**src/hw/rtl/mqzs_ram.sv**
```systemverilog
// ----------------------------------------------------------------------------
// mqzs_ram
// Simple dual-port RAM, one write port, one registered read port.
// ----------------------------------------------------------------------------
module mqzs_ram #(
	parameter int WIDTH = 8,
	parameter int DEPTH = 16
) (
	input  logic                     clk,
	input  logic                     we,
	input  logic [$clog2(DEPTH)-1:0] waddr,
	input  logic [WIDTH-1:0]         wdata,
	input  logic [$clog2(DEPTH)-1:0] raddr,
	output logic [WIDTH-1:0]         rdata
);

	logic [WIDTH-1:0] mem [DEPTH];
	logic [WIDTH-1:0] rdata_q;

	always_ff @(posedge clk) begin
		if (we) begin
			mem[waddr] <= wdata;
		end
		rdata_q <= mem[raddr];
	end

	assign rdata = rdata_q;

endmodule

```
**config.mk**
```make
export PLATFORM = sky130hd
export DESIGN_NAME = mqzs_ram
export DESIGN_NICKNAME = d
export VERILOG_FILES = /design/src/hw/rtl/mqzs_ram.sv
export SDC_FILE = /design/constraint.sdc
export NUM_CORES = 1
export LEC_CHECK = 0
export BUFFER_PORTS_ARGS = -buffer_cell sky130_fd_sc_hd__buf_2
export CAP_MARGIN = 5
export CORE_MARGIN = 10
export CORE_UTILIZATION = 60
export CTS_BUF_LIST = sky130_fd_sc_hd__clkbuf_16
export CTS_CLUSTER_DIAMETER = 30
export DETAILED_ROUTE_END_ITERATION = 8
export GPL_ROUTABILITY_DRIVEN = 0
export PLACE_DENSITY = 0.87
export SETUP_SLACK_MARGIN = 0.3
export SLEW_MARGIN = 15
export SYNTH_ARGS = -nofsm -noshare
export SYNTH_HDL_FRONTEND = slang
export SYNTH_SLANG_ARGS = --single-unit
```
**constraint.sdc**
```tcl
create_clock -name clk -period 2.65 [get_ports clk]
set_input_delay 0.53 -clock clk [delete_from_list [all_inputs] [get_ports clk]]
set_output_delay 0.53 -clock clk [all_outputs]
set_load 0.005 [all_outputs]
```
**Word-level counts from Yosys, hierarchy flattened**

Memory sizes are Yosys's and may differ from the RTL's. A register that Yosys moved wholly into a read port is not among the register bits.
Cells that the tools add are included.

- Flip-flop bits (word level): 0
- RAM bits: 128
- Bits of input ports: 18
- Output and inout port bits: 8
- Word-level logic and storage cells: 3
- Memories: 1

- Muxes and demuxes: 2

Memory list:

| name | words | bits a word | read ports | clocked after Yosys merged registers in | write ports | RTL line | source |
|---|---|---|---|---|---|---|---|
| mem | 16 | 8 | 1 | 1 | 1 | 17 | `logic [WIDTH-1:0] mem [DEPTH];` |

Operators with widths:

| operator | number |
|---|---|
| 1-bit two-way mux | 2 |

**Logic depth before layout (Yosys ltp)**

- Depth after elaboration: 2
- Mapped depth: 5
- Depth with buffers taken out: 3

**Worst setup path after synthesis**

OpenSTA, ideal clock, no wires.

- Path kind: input -> register
- Start point: in waddr[2]
- End point: mem mem[0][0] (enable)
- Setup time: 0.383 ns
- Arrival time: 1.640 ns
- Data required time: 2.267 ns
- Slack: 0.627 ns
- Stages: 2
- Path buffers: 0
- Path through: or3b_2 -> nor3_1

RTL lines:

| item | RTL line | source |
|---|---|---|
| from (decl) | 11 | `input logic [$clog2(DEPTH)-1:0] waddr,` |
| to (decl) | 17 |  |

Straight into the memory's write port.

**Worst setup path in the final report**

- Start point: in waddr[2]
- End point: mem mem[1][0] (enable)

Straight into the memory's write port.

==> results.ini <==
[run_status]
status=completed

[routing]
viasPerCell=6.410
avgRoutedWirePerCell_um=25.49
wl_mm=10.15
drtPass1Iterations=5
remaining_drc_errors=0
drt_iter0_drc=280
drtAntennaViolNets=0
num_vias=2551

[worst_hold_path]
min_from=wdata[7]
hp-class=input port to flip-flop
hold-path-cell-count=1

[cells_and_area]
area_growth_pct=16.72
stdcell_count=398
layout_common_cells=edfxtp_1 (128), buf_2 (25), mux4_2 (18)
layout-drive-gt1-share_pct=29.69
nets=299
final.fill_count=457
diodes=0
layout_commonest_cell=edfxtp_1

[clock_network]
clockBufferDepth=2
clk_pin_slew_worst_paths_ns=0.05
cts_resized=0
cts_setup_buffers=0
cts_htree_levels=4
cts_hold_buf=0
numCtsBuffers=17
cts.sink_count=136
cts_tree=built
root_buffer=clkbuf_16
worstSkewPairLatency_ns=0.40

[setup_path]
slowest_delay_ns=0.60
crit_slowest_cell=nor2_1
cp.required_ns=2.68
worst-path-max-fanout=8
critPathLaunchType=input port
worstSetupEndpointType=flip-flop
crit_start=waddr[2]
crit_arrival_ns=1.76
r2r_cells=3
reg2reg_slack_ns=1.23
r2r-start=mem[1][5]$_DFFE_PP_
crit_chain=buf_2 -> or3b_2 -> nor2_1
worstSetupPathType=input port to flip-flop

[logic_synthesis]
synth_seq_cells=136
ys_seq_area_share_pct=77.78
ys_warn_count=0
yosys.cell_types.count=19
netlist_instances=229
syn_avg_cell_area_um2=22.48
syn_area_um2=5147
syn_nets=247

[die]
start_util_pct=62.02
die_w_um=112.6
die_y_um=112.6
num_io_pins=26
rows=33
coreArea_um2=8299
fp.dieArea_um2=12680

[global_routing]
grt_start_max_net_pins=33
grt_overflow=0
grt_pass1_vias=2657
gr-usage-all-layers_pct=16.86
grt_pass1_wl_mm=15.81
antenna_found_initial=0

[power_and_ir_drop]
ir_worst_vdd_v=0.0004813
finalPower_mw=4.776
power.leakage_nw=2.065
power_density_nw_per_um2=795.0

[placed_design]
place_inst=367
post-place-ws_ns=0.5164
numPortBuffers=25
dp_hpwl_mm=6.243

[timing]
fmax_mhz=578.9
slew_viol_final=0
hold_ws_ns=0.5107
worst_slack_ns=0.9225
finalCritPeriodShare_pct=65.19
fin_crit_ns=1.728
clock_skew_ns=0.006668
rsz0062_at_grt=false
hold_viol=0
worst_pin_slew_ns=0.7548
finalSetupViolCount=0
tns_ns=0
slew_headroom_pct=49.50

[flow_run]
maxCapViolations=0

cells in the mapped netlist:
| master | n | area (µm²) |
|---|---|---|
| edfxtp_1 | 128 | 3844 |
| mux4_2 | 18 | 405.4 |
| a22oi_1 | 16 | 120.1 |
| mux4_1 | 14 | 367.9 |
| nor2_1 | 13 | 48.80 |
| nand2_1 | 9 | 33.78 |
| dfxtp_1 | 8 | 160.2 |
| nor3_1 | 4 | 20.02 |
| buf_2 | 3 | 15.01 |
| buf_6 | 3 | 33.78 |
| clkdlybuf4s25_2 | 3 | 30.03 |
| nand2b_1 | 2 | 12.51 |
| nand3b_1 | 2 | 15.01 |
| and2_1 | 1 | 6.260 |
| and2b_1 | 1 | 7.510 |
| buf_4 | 1 | 7.510 |
| nand3_1 | 1 | 5.000 |
| nor2b_1 | 1 | 6.260 |
| or3b_2 | 1 | 8.760 |
kinds of logic (layout without fill, tap and decap cells):
group                  Yosys count  count (layout)  synth area share [%]
muxes                           32              32                 15.02
and+or+nand+nor                 35              35                 3.184
AOI/OAI and AO/OA               16              16                 2.334
buffers and inverters           10              74                 1.677
DFF                            136             136                 77.78
path summary, 6_finish.rpt:
| path | to |
|---|---|
| min reg2reg | rdata[0]$_DFF_P_ |
| max reg2reg | rdata[5]$_DFF_P_ |
| max | mem[1][0]$_DFFE_PP_ |
| min | mem[6][7]$_DFFE_PP_ |
flip-flops by register name, indices dropped and copies added (netlist names):
name and count:
mem 128, rdata 8
critical path: cells and delay by family:
kind          cells  cell delay, ns
buf+inv           1            0.12
simple gates      2            1.11
per-layer routing:
layer  share of wire (%)  vias up  wire length (µm)  track usage (%)
li1                    -     1080                 -                -
met1                  38     1284              3893            20.75
met2                  50      167              5079            26.54
met3                 9.9       20              1006            5.964
met4                 1.6        0               165            7.107
met5                   0        -                 0                0
stage by stage:
step                utilization (%)  area [µm²]
CTS                           72.40        6008
finish                        72.40        6008
detailed placement            65.85        5465
floorplan                         -        5147
global route                  72.40        6008
global placement              65.85        5465
final cells by class:
cell class	count	area [µm²]	share of cell area, %
clock inverter	14	117.6	1.958
multi-input combinational	83	1057	17.60
tap	105	131.4	2.187
clock buffer	17	425.4	7.080
timing repair buffer	43	272.8	4.540
sequential	136	4004	66.64
power breakdown:
part,switching (mW),total [mW],internal (mW)
clock network,0.788,2.14,1.35
registers,0.0135,2.42,2.41
logic,0.126,0.220,0.0943
total,0.928,4.78,3.85
Power figures use the tool's default switching activity.
