<file path="src/hw/rtl/mqzs_pkg.sv">
// ----------------------------------------------------------------------------
// mqzs_pkg
// Shared types and constants for the quadrant zero scan.
// ----------------------------------------------------------------------------
package mqzs_pkg;

	localparam int ROW_W      = 12;
	localparam int HGT_W      = 13;
	localparam int MAX_HEIGHT = 4096;
	localparam int CFG_IDX_W  = 2;
	localparam int CFG_DATA_W = 16;
	localparam logic [3:0] QUAD_ALL = 4'hF;

	typedef enum logic [CFG_IDX_W-1:0] {
		REG_IMAGE_WIDTH  = 2'd0,
		REG_IMAGE_HEIGHT = 2'd1,
		REG_PASS_PERIOD  = 2'd2
	} mqzs_reg_t;

	typedef struct packed {
		logic        start;
		logic [63:0] a;
		logic [63:0] b;
	} mqzs_mul_req_t;

endpackage

</file>
<file path="src/hw/rtl/mqzs_mul.sv">
// ----------------------------------------------------------------------------
// mqzs_mul
// 64x64 unsigned multiplier built on one 32x32 multiplier, four partial
// products accumulated one after another.
// ----------------------------------------------------------------------------
module mqzs_mul (
	input  logic                   clk,
	input  logic                   arst_n,
	input  mqzs_pkg::mqzs_mul_req_t req,
	output logic                   done,
	output logic [127:0]           product
);
	import mqzs_pkg::*;

	logic [63:0]  a_q, b_q;
	logic [2:0]   step_q;
	logic         busy_q, done_q, pv_s1;
	logic [1:0]   idx_s1;
	logic [63:0]  part_s1;
	logic [127:0] acc_q;
	logic [31:0]  op_a, op_b;
	logic [127:0] part_sh;

	always_comb begin
		op_a = step_q[1] ? a_q[63:32] : a_q[31:0];
		op_b = step_q[0] ? b_q[63:32] : b_q[31:0];
	end

	always_comb begin
		case (idx_s1)
			2'd0:    part_sh = {64'd0, part_s1};
			2'd3:    part_sh = {part_s1, 64'd0};
			default: part_sh = {32'd0, part_s1, 32'd0};
		endcase
	end

	always_ff @(posedge clk or negedge arst_n) begin
		if (!arst_n) begin
			busy_q <= 1'b0;
			done_q <= 1'b0;
			pv_s1  <= 1'b0;
			step_q <= '0;
		end else if (req.start) begin
			busy_q <= 1'b1;
			done_q <= 1'b0;
			pv_s1  <= 1'b0;
			step_q <= '0;
		end else if (busy_q) begin
			pv_s1  <= (step_q != 3'd4);
			step_q <= step_q + 3'd1;
			busy_q <= (step_q != 3'd4);
			done_q <= (step_q == 3'd4);
		end else begin
			done_q <= 1'b0;
		end
	end

	always_ff @(posedge clk) begin
		if (req.start) begin
			a_q   <= req.a;
			b_q   <= req.b;
			acc_q <= '0;
		end else if (busy_q) begin
			part_s1 <= op_a * op_b;
			idx_s1  <= step_q[1:0];
			if (pv_s1) begin
				acc_q <= acc_q + part_sh;
			end
		end
	end

	assign done    = done_q;
	assign product = acc_q;

endmodule

</file>
<file path="config.mk">
export PLATFORM = sky130hd
export DESIGN_NAME = mqzs_mul
export DESIGN_NICKNAME = d
export VERILOG_FILES = /design/src/hw/rtl/mqzs_pkg.sv /design/src/hw/rtl/mqzs_mul.sv
export SDC_FILE = /design/constraint.sdc
export NUM_CORES = 2
export LEC_CHECK = 0
export ABC_CLOCK_PERIOD_IN_PS = 18200
export BUFFER_PORTS_ARGS = -buffer_cell sky130_fd_sc_hd__buf_2
export CAP_MARGIN = 10
export CORE_MARGIN = 3
export CORE_UTILIZATION = 40
export DETAILED_ROUTE_END_ITERATION = 8
export PLACE_DENSITY = 0.64
export SLEW_MARGIN = 20
export SYNTH_ARGS = -nofsm -noshare
export SYNTH_HDL_FRONTEND = slang
export SYNTH_SLANG_ARGS = --single-unit
</file>
<file path="constraint.sdc">
create_clock -name clk -period 18.2 [get_ports clk]
set_clock_uncertainty 0.1 [all_clocks]
set_input_delay 3.64 -clock clk [delete_from_list [all_inputs] [get_ports clk]]
set_output_delay 3.64 -clock clk [all_outputs]
set_load 0.02 [all_outputs]
</file>
# ---- After elaboration in Yosys (flattened, before gate mapping)
# Index checks and enable logic that the tools add are counted.
dict set report word_totals {
  regBits 328
  input_bits 131
  output_inout_bits 129
  wordCells 31
}
dict set report classes {
  n_addsub 2
  mul 1
  eq_ne 3
  n_mux 11
  bitwise_logic 1
  reduce_logical 4
}
# op count
set ops {}
lappend ops {{$pmux W128 S2} 1}
lappend ops {{$add A128 B128 Y128} 1}
lappend ops {{$mul A32 B32 Y64} 1}
lappend ops {{$mux W32} 2}
lappend ops {{$mux W1} 6}
lappend ops {{$mux W3} 2}
lappend ops {{$reduce_and A2 Y1} 2}
lappend ops {{$add A3 B1 Y3 const B} 1}
lappend ops {{$eq A3 B3 Y1 const B} 1}
lappend ops {{$ne A3 B3 Y1 const B} 1}
lappend ops {{$eq A2 B2 Y1 const B} 1}
lappend ops {{$logic_not A2 Y1} 1}
lappend ops {{$reduce_bool A2 Y1} 1}
lappend ops {{$not A1 Y1} 1}

# ---- Longest topological paths before layout
dict set report depth {
  depth_word 3
  mapped_depth 35
  ltp_nobuf 30
}

# ---- Worst setup path before layout
# Ideal clock, no wire load.
dict set report synth_path {
  path_type {reg2reg}
  start {register step_q[0]}
  end {register part_s1[63], data pin}
  setup_time_ps 260
  arrival_time_ps 8691
  t_required_ps 17840
  setup_slack_ps 9149
  path_stages_with_launch 33
  n_path_buf 5
  period_less_slack_ps 9051
  path_cell_list {dfrtp_1 -> clkbuf_1 -> clkbuf_1 -> buf_1 -> mux2i_1 -> clkbuf_1 -> nor2_1 -> fa_1 -> fa_1 -> inv_1 -> fa_1 -> fa_1 -> inv_1 -> fa_1 -> fa_1 -> fa_1 -> inv_1 -> fa_1 -> inv_1 -> ha_1 -> clkbuf_1 -> a21o_1 -> o21bai_1 -> a21o_1 -> a21oi_1 -> o21bai_1 -> a22o_1 -> o21ai_1 -> a31oi_1 -> and3_1 -> a311oi_1 -> o21ai_1 -> xnor2_1}
}
dict set report synth_via {
  elab_chain_len 2
}
# item line
set synth_rtl {}
lappend synth_rtl {{from (decl)} mqzs_mul.sv:16} ;# logic [2:0] step_q;
lappend synth_rtl {{from (signal assigned)} mqzs_mul.sv:50} ;# step_q <= step_q + 3'd1;
lappend synth_rtl {{$mux W32} mqzs_mul.sv:26} ;# op_b = step_q[0] ? b_q[63:32] : b_q[31:0];
lappend synth_rtl {{$mul A32 B32 Y64} mqzs_mul.sv:64} ;# part_s1 <= op_a * op_b;
lappend synth_rtl {{to (signal assigned)} mqzs_mul.sv:64}
lappend synth_rtl {{to (decl)} mqzs_mul.sv:19} ;# logic [63:0] part_s1;
# Every way passes these cells.
# A chain may end at the register's enable or synchronous reset.

# ---- Worst setup path after layout
dict set report layout_path {
  start {register step_q[1]}
  end {register part_s1[63], data pin}
}
dict set report layout_via {
  elab_chain_len 2
}
# item line
set layout_rtl {}
lappend layout_rtl {{$mux W32} mqzs_mul.sv:25} ;# op_a = step_q[1] ? a_q[63:32] : a_q[31:0];
lappend layout_rtl {{$mul A32 B32 Y64} mqzs_mul.sv:64}
# Every way passes these cells.

==> impl_metrics.xml <==
<?xml version="1.0" encoding="UTF-8"?>
<metrics>
  <group name="cells_and_area">
    <metric name="most-common-layout-cells" unit="">sky130_fd_sc_hd__inv_1, sky130_fd_sc_hd__fa_1, sky130_fd_sc_hd__nand2_1</metric>
    <metric name="layout_commonest_cell" unit="">sky130_fd_sc_hd__inv_1</metric>
    <metric name="final_core_util" unit="%">44.0</metric>
    <metric name="layout.cell_area.non_filler" unit="sq um">57300</metric>
    <metric name="multiInputGateArea" unit="sq um">39700</metric>
    <metric name="layout.cells.non_filler" unit="">7856</metric>
    <metric name="post_route_cells_drive_above_1_share" unit="%">9.23</metric>
    <metric name="layout.nets" unit="">7503</metric>
    <metric name="fillerInstances" unit="">12900</metric>
    <metric name="synthToLayoutAreaGrowth" unit="%">8.84</metric>
    <metric name="register_area" unit="sq um">8550</metric>
  </group>
  <group name="critical_path">
    <metric name="dominant_cell_type_by_count_on_the_critical_path" unit="">sky130_fd_sc_hd__fa_1</metric>
    <metric name="path_max_fanout" unit="">49</metric>
    <metric name="timing.setup.critical_path_class" unit="">flip-flop to flip-flop</metric>
    <metric name="kind_of_end_point_of_the_critical_path" unit="">flip-flop</metric>
    <metric name="critPathMaxStageDelay" unit="ns">0.96</metric>
    <metric name="category_of_the_worst_setup_path_launch_point" unit="">flip-flop</metric>
    <metric name="critical_path_required" unit="ns">18.47</metric>
    <metric name="cp_num_buf_inv" unit="">5</metric>
    <metric name="critical_path.slowest_cell" unit="">sky130_fd_sc_hd__mux2i_4</metric>
    <metric name="data_arrival_time_at_the_worst_slack_endpoint" unit="ns">10.56</metric>
    <metric name="delay_heaviest_family_cp" unit="">adder cells</metric>
  </group>
  <group name="floorplan">
    <metric name="die_w" unit="um">369</metric>
    <metric name="dieArea" unit="sq um">136000</metric>
    <metric name="top_level_ports" unit="">260</metric>
    <metric name="die-height" unit="um">369</metric>
    <metric name="core_area" unit="sq um">130000</metric>
    <metric name="floorplan.initialDensity" unit="%">40.4</metric>
    <metric name="rows" unit="">132</metric>
  </group>
  <group name="global_route">
    <metric name="grt_start_max_net_pins" unit="">99</metric>
    <metric name="antenna_violations_before_repair" unit="">2</metric>
    <metric name="gr-usage-all-layers" unit="%">28.4</metric>
    <metric name="wire_length_of_the_first_global_routing_pass" unit="um">287000</metric>
    <metric name="first_global_vias" unit="">45100</metric>
    <metric name="gr-total-overflow" unit="">0</metric>
  </group>
  <group name="clock_tree">
    <metric name="clk_pin_slew" unit="ns">0.07</metric>
    <metric name="cts_setup_buffers" unit="">0</metric>
    <metric name="clock_sink_count" unit="">328</metric>
    <metric name="cts.htree.levels" unit="">2</metric>
    <metric name="hold_buf_count_cts" unit="">0</metric>
    <metric name="cts_max_path_buffers" unit="">3</metric>
    <metric name="worstSkewPairLatency" unit="ns">0.64</metric>
    <metric name="cts_inserted_buffers" unit="">40</metric>
    <metric name="post_cts_sizing_count" unit="">0</metric>
    <metric name="clockRootBuffer" unit="">sky130_fd_sc_hd__clkbuf_16</metric>
    <metric name="tritoncts" unit="">yes</metric>
  </group>
  <group name="routing">
    <metric name="detail_route.wirelength" unit="um">193000</metric>
    <metric name="wl_per_cell" unit="um">24.6</metric>
    <metric name="num_vias" unit="">44200</metric>
    <metric name="detailedRoute.firstPassIterationCount" unit="">6</metric>
    <metric name="post-route-drc-count" unit="">0</metric>
    <metric name="drt_iter0_markers" unit="">4205</metric>
    <metric name="route.detailed.vias_per_inst" unit="">5.62</metric>
    <metric name="antenna_violating_nets_post_route" unit="">0</metric>
  </group>
  <group name="synth">
    <metric name="synth_compound_gate_area_share" unit="%">10.8</metric>
    <metric name="ys_ff_latch" unit="">328</metric>
    <metric name="post_synth_fa_ha_maj_area_fraction" unit="%">43.5</metric>
    <metric name="async_reset_ff_share" unit="%">1.83</metric>
    <metric name="yosys_most_used_dff" unit="">sky130_fd_sc_hd__edfxtp_1</metric>
    <metric name="synthSimpleGateAreaFrac" unit="%">15.1</metric>
    <metric name="avgSynthCellArea" unit="sq um">8.78</metric>
    <metric name="mux_share_of_post_synthesis_cell_area" unit="%">2.66</metric>
    <metric name="synth_top_area_cell" unit="">sky130_fd_sc_hd__fa_1</metric>
    <metric name="yosysSeqAreaShare" unit="%">16.2</metric>
    <metric name="netlist_top_cells_area" unit="">sky130_fd_sc_hd__fa_1, sky130_fd_sc_hd__edfxtp_1, sky130_fd_sc_hd__ha_1</metric>
    <metric name="synth_top_family_by_area" unit="">adder cells</metric>
    <metric name="synthCells" unit="">5993</metric>
    <metric name="syn-num-nets" unit="">7415</metric>
    <metric name="yosysWarningCount" unit="">0</metric>
    <metric name="fraction_of_post_synthesis_cell_area_in_the_top_cell_type_by_area" unit="%">34.1</metric>
    <metric name="synthesis.area" unit="sq um">52600</metric>
    <metric name="count_of_flip_flops_with_a_built_in_enable_after_synthesis" unit="">194</metric>
    <metric name="synth-xor-area-share" unit="%">2.93</metric>
    <metric name="ys_types" unit="">79</metric>
  </group>
  <group name="timing">
    <metric name="min_period" unit="ns">10.29</metric>
    <metric name="final_max_slew_viol_count" unit="">0</metric>
    <metric name="unrepaired_setup_endpoints_after_global_routing" unit="">false</metric>
    <metric name="layout_worst_path_cycle_share" unit="%">56.5</metric>
    <metric name="slew_headroom" unit="%">16.9</metric>
    <metric name="clock.fmax" unit="MHz">97.2</metric>
    <metric name="post_route_setup_tns" unit="ns">0</metric>
    <metric name="hold_viol" unit="">0</metric>
    <metric name="worst_slew_pin_slew" unit="ns">1.22</metric>
    <metric name="final_count_of_negative_setup_slack_endpoints" unit="">0</metric>
  </group>
  <group name="place">
    <metric name="place.detailed.instances" unit="">7781</metric>
    <metric name="placement.cell_area" unit="sq um">55900</metric>
    <metric name="gpl.final_weighted_congestion" unit="">0.995</metric>
    <metric name="hpwl_after_detailed_placement" unit="um">151000</metric>
    <metric name="port-buffer-count" unit="">259</metric>
  </group>
  <group name="worst_hold_path">
    <metric name="min_path_type" unit="">flip-flop to flip-flop</metric>
  </group>
  <group name="outcome">
    <metric name="outcome" unit="">completed</metric>
  </group>
  <group name="run">
    <metric name="cap_viol_max_count" unit="">0</metric>
  </group>
</metrics>
final timing paths:
path,slack [ns],depth (start not counted),endpoint,from
min,0.37,2,product[35],product[35]
min reg2reg,0.37,2,product[35],product[35]
max reg2reg,7.91,28,part_s1[63],step_q[1]
max,7.91,28,part_s1[63],step_q[1]
max in group asynchronous,14.73,1,step_q[0],arst_n
min in group asynchronous,2.87,1,step_q[2],arst_n
synthesized netlist by cell type, types with 7 or more instances:
cell type and count:
sky130_fd_sc_hd__nand3_1 35, sky130_fd_sc_hd__dfxtp_1 128, sky130_fd_sc_hd__nand4_1 77, sky130_fd_sc_hd__inv_1 942, sky130_fd_sc_hd__nand2b_1 15, sky130_fd_sc_hd__o21ai_1 22
sky130_fd_sc_hd__a21oi_1 331, sky130_fd_sc_hd__a21o_1 104, sky130_fd_sc_hd__o21bai_1 52, sky130_fd_sc_hd__o211ai_1 8, sky130_fd_sc_hd__or3_1 19, sky130_fd_sc_hd__clkbuf_1 255
sky130_fd_sc_hd__o31ai_1 7, sky130_fd_sc_hd__a31oi_1 23, sky130_fd_sc_hd__fa_1 897, sky130_fd_sc_hd__a211o_1 7, sky130_fd_sc_hd__o21a_1 24, sky130_fd_sc_hd__edfxtp_1 194
sky130_fd_sc_hd__and3_1 15, sky130_fd_sc_hd__a211oi_1 16, sky130_fd_sc_hd__xor2_1 68, sky130_fd_sc_hd__nor3_1 36, sky130_fd_sc_hd__buf_2 11, sky130_fd_sc_hd__ha_1 394
sky130_fd_sc_hd__nand2_1 834, sky130_fd_sc_hd__xnor2_1 108, sky130_fd_sc_hd__o21ai_0 209, sky130_fd_sc_hd__buf_1 24, sky130_fd_sc_hd__and2_1 71, sky130_fd_sc_hd__mux2_2 64
sky130_fd_sc_hd__nor2_1 753, sky130_fd_sc_hd__nor2b_1 21, sky130_fd_sc_hd__nor4_1 7, sky130_fd_sc_hd__a22o_1 38, sky130_fd_sc_hd__mux2i_1 67, sky130_fd_sc_hd__or2_2 11
per-stage QoR:
stage                     hold slack, ns  setup WS [ns]
after floorplan                    0.351           9.15
final                              0.373           7.91
after global routing               0.401           7.46
after global placement             0.359           7.98
after CTS                          0.375           7.88
after detailed placement           0.366           7.88
logic make-up after synthesis:
kind of cell    Yosys count
buf+inv                1236
xor+xnor                176
flops                   328
fa+ha+maj              1291
simple gates           1911
compound gates          919
mux                     132
per-layer routing:
layer  up-vias  wire (um)  track usage [%]
li1      19200          -                -
met1     21800      77100             38.0
met2      2685      82200             43.1
met3       523      23200             7.46
met4         2      10800             12.8
met5         -         13                0
worst register-to-register path, delay by kind of cell (launching register included):
family | cells | cell delay [ns]
AO/OA/AOI/OAI | 7 | 2.01
XOR/XNOR | 1 | 0.08
adder cells (fa/ha/maj) | 9 | 4.33
buffers and inverters | 5 | 0.99
flip-flops | 1 | 0.66
multiplexers | 1 | 0.98
AND/OR/NAND/NOR | 5 | 0.87
state kept, by name, indices dropped and copies added (netlist names):
register and flops:
pv_s1 1, idx_s1 2, product 128, b_q 64
part_s1 64, busy_q 1, a_q 64, step_q 3
done 1
area by class of cell:
class | count | area share, %
Multi-Input combinational cell | 4429 | 69.3
Sequential cell | 328 | 14.9
Inverter | 942 | 6.17
Tap cell | 1742 | 3.80
Timing Repair Buffer | 340 | 3.34
Clock buffer | 47 | 1.85
Clock inverter | 26 | 0.577
Antenna cell | 2 | 0.00874
Power is not shown: default switching activity piles up to over one toggle a cycle in this logic, so the estimate is an artifact.
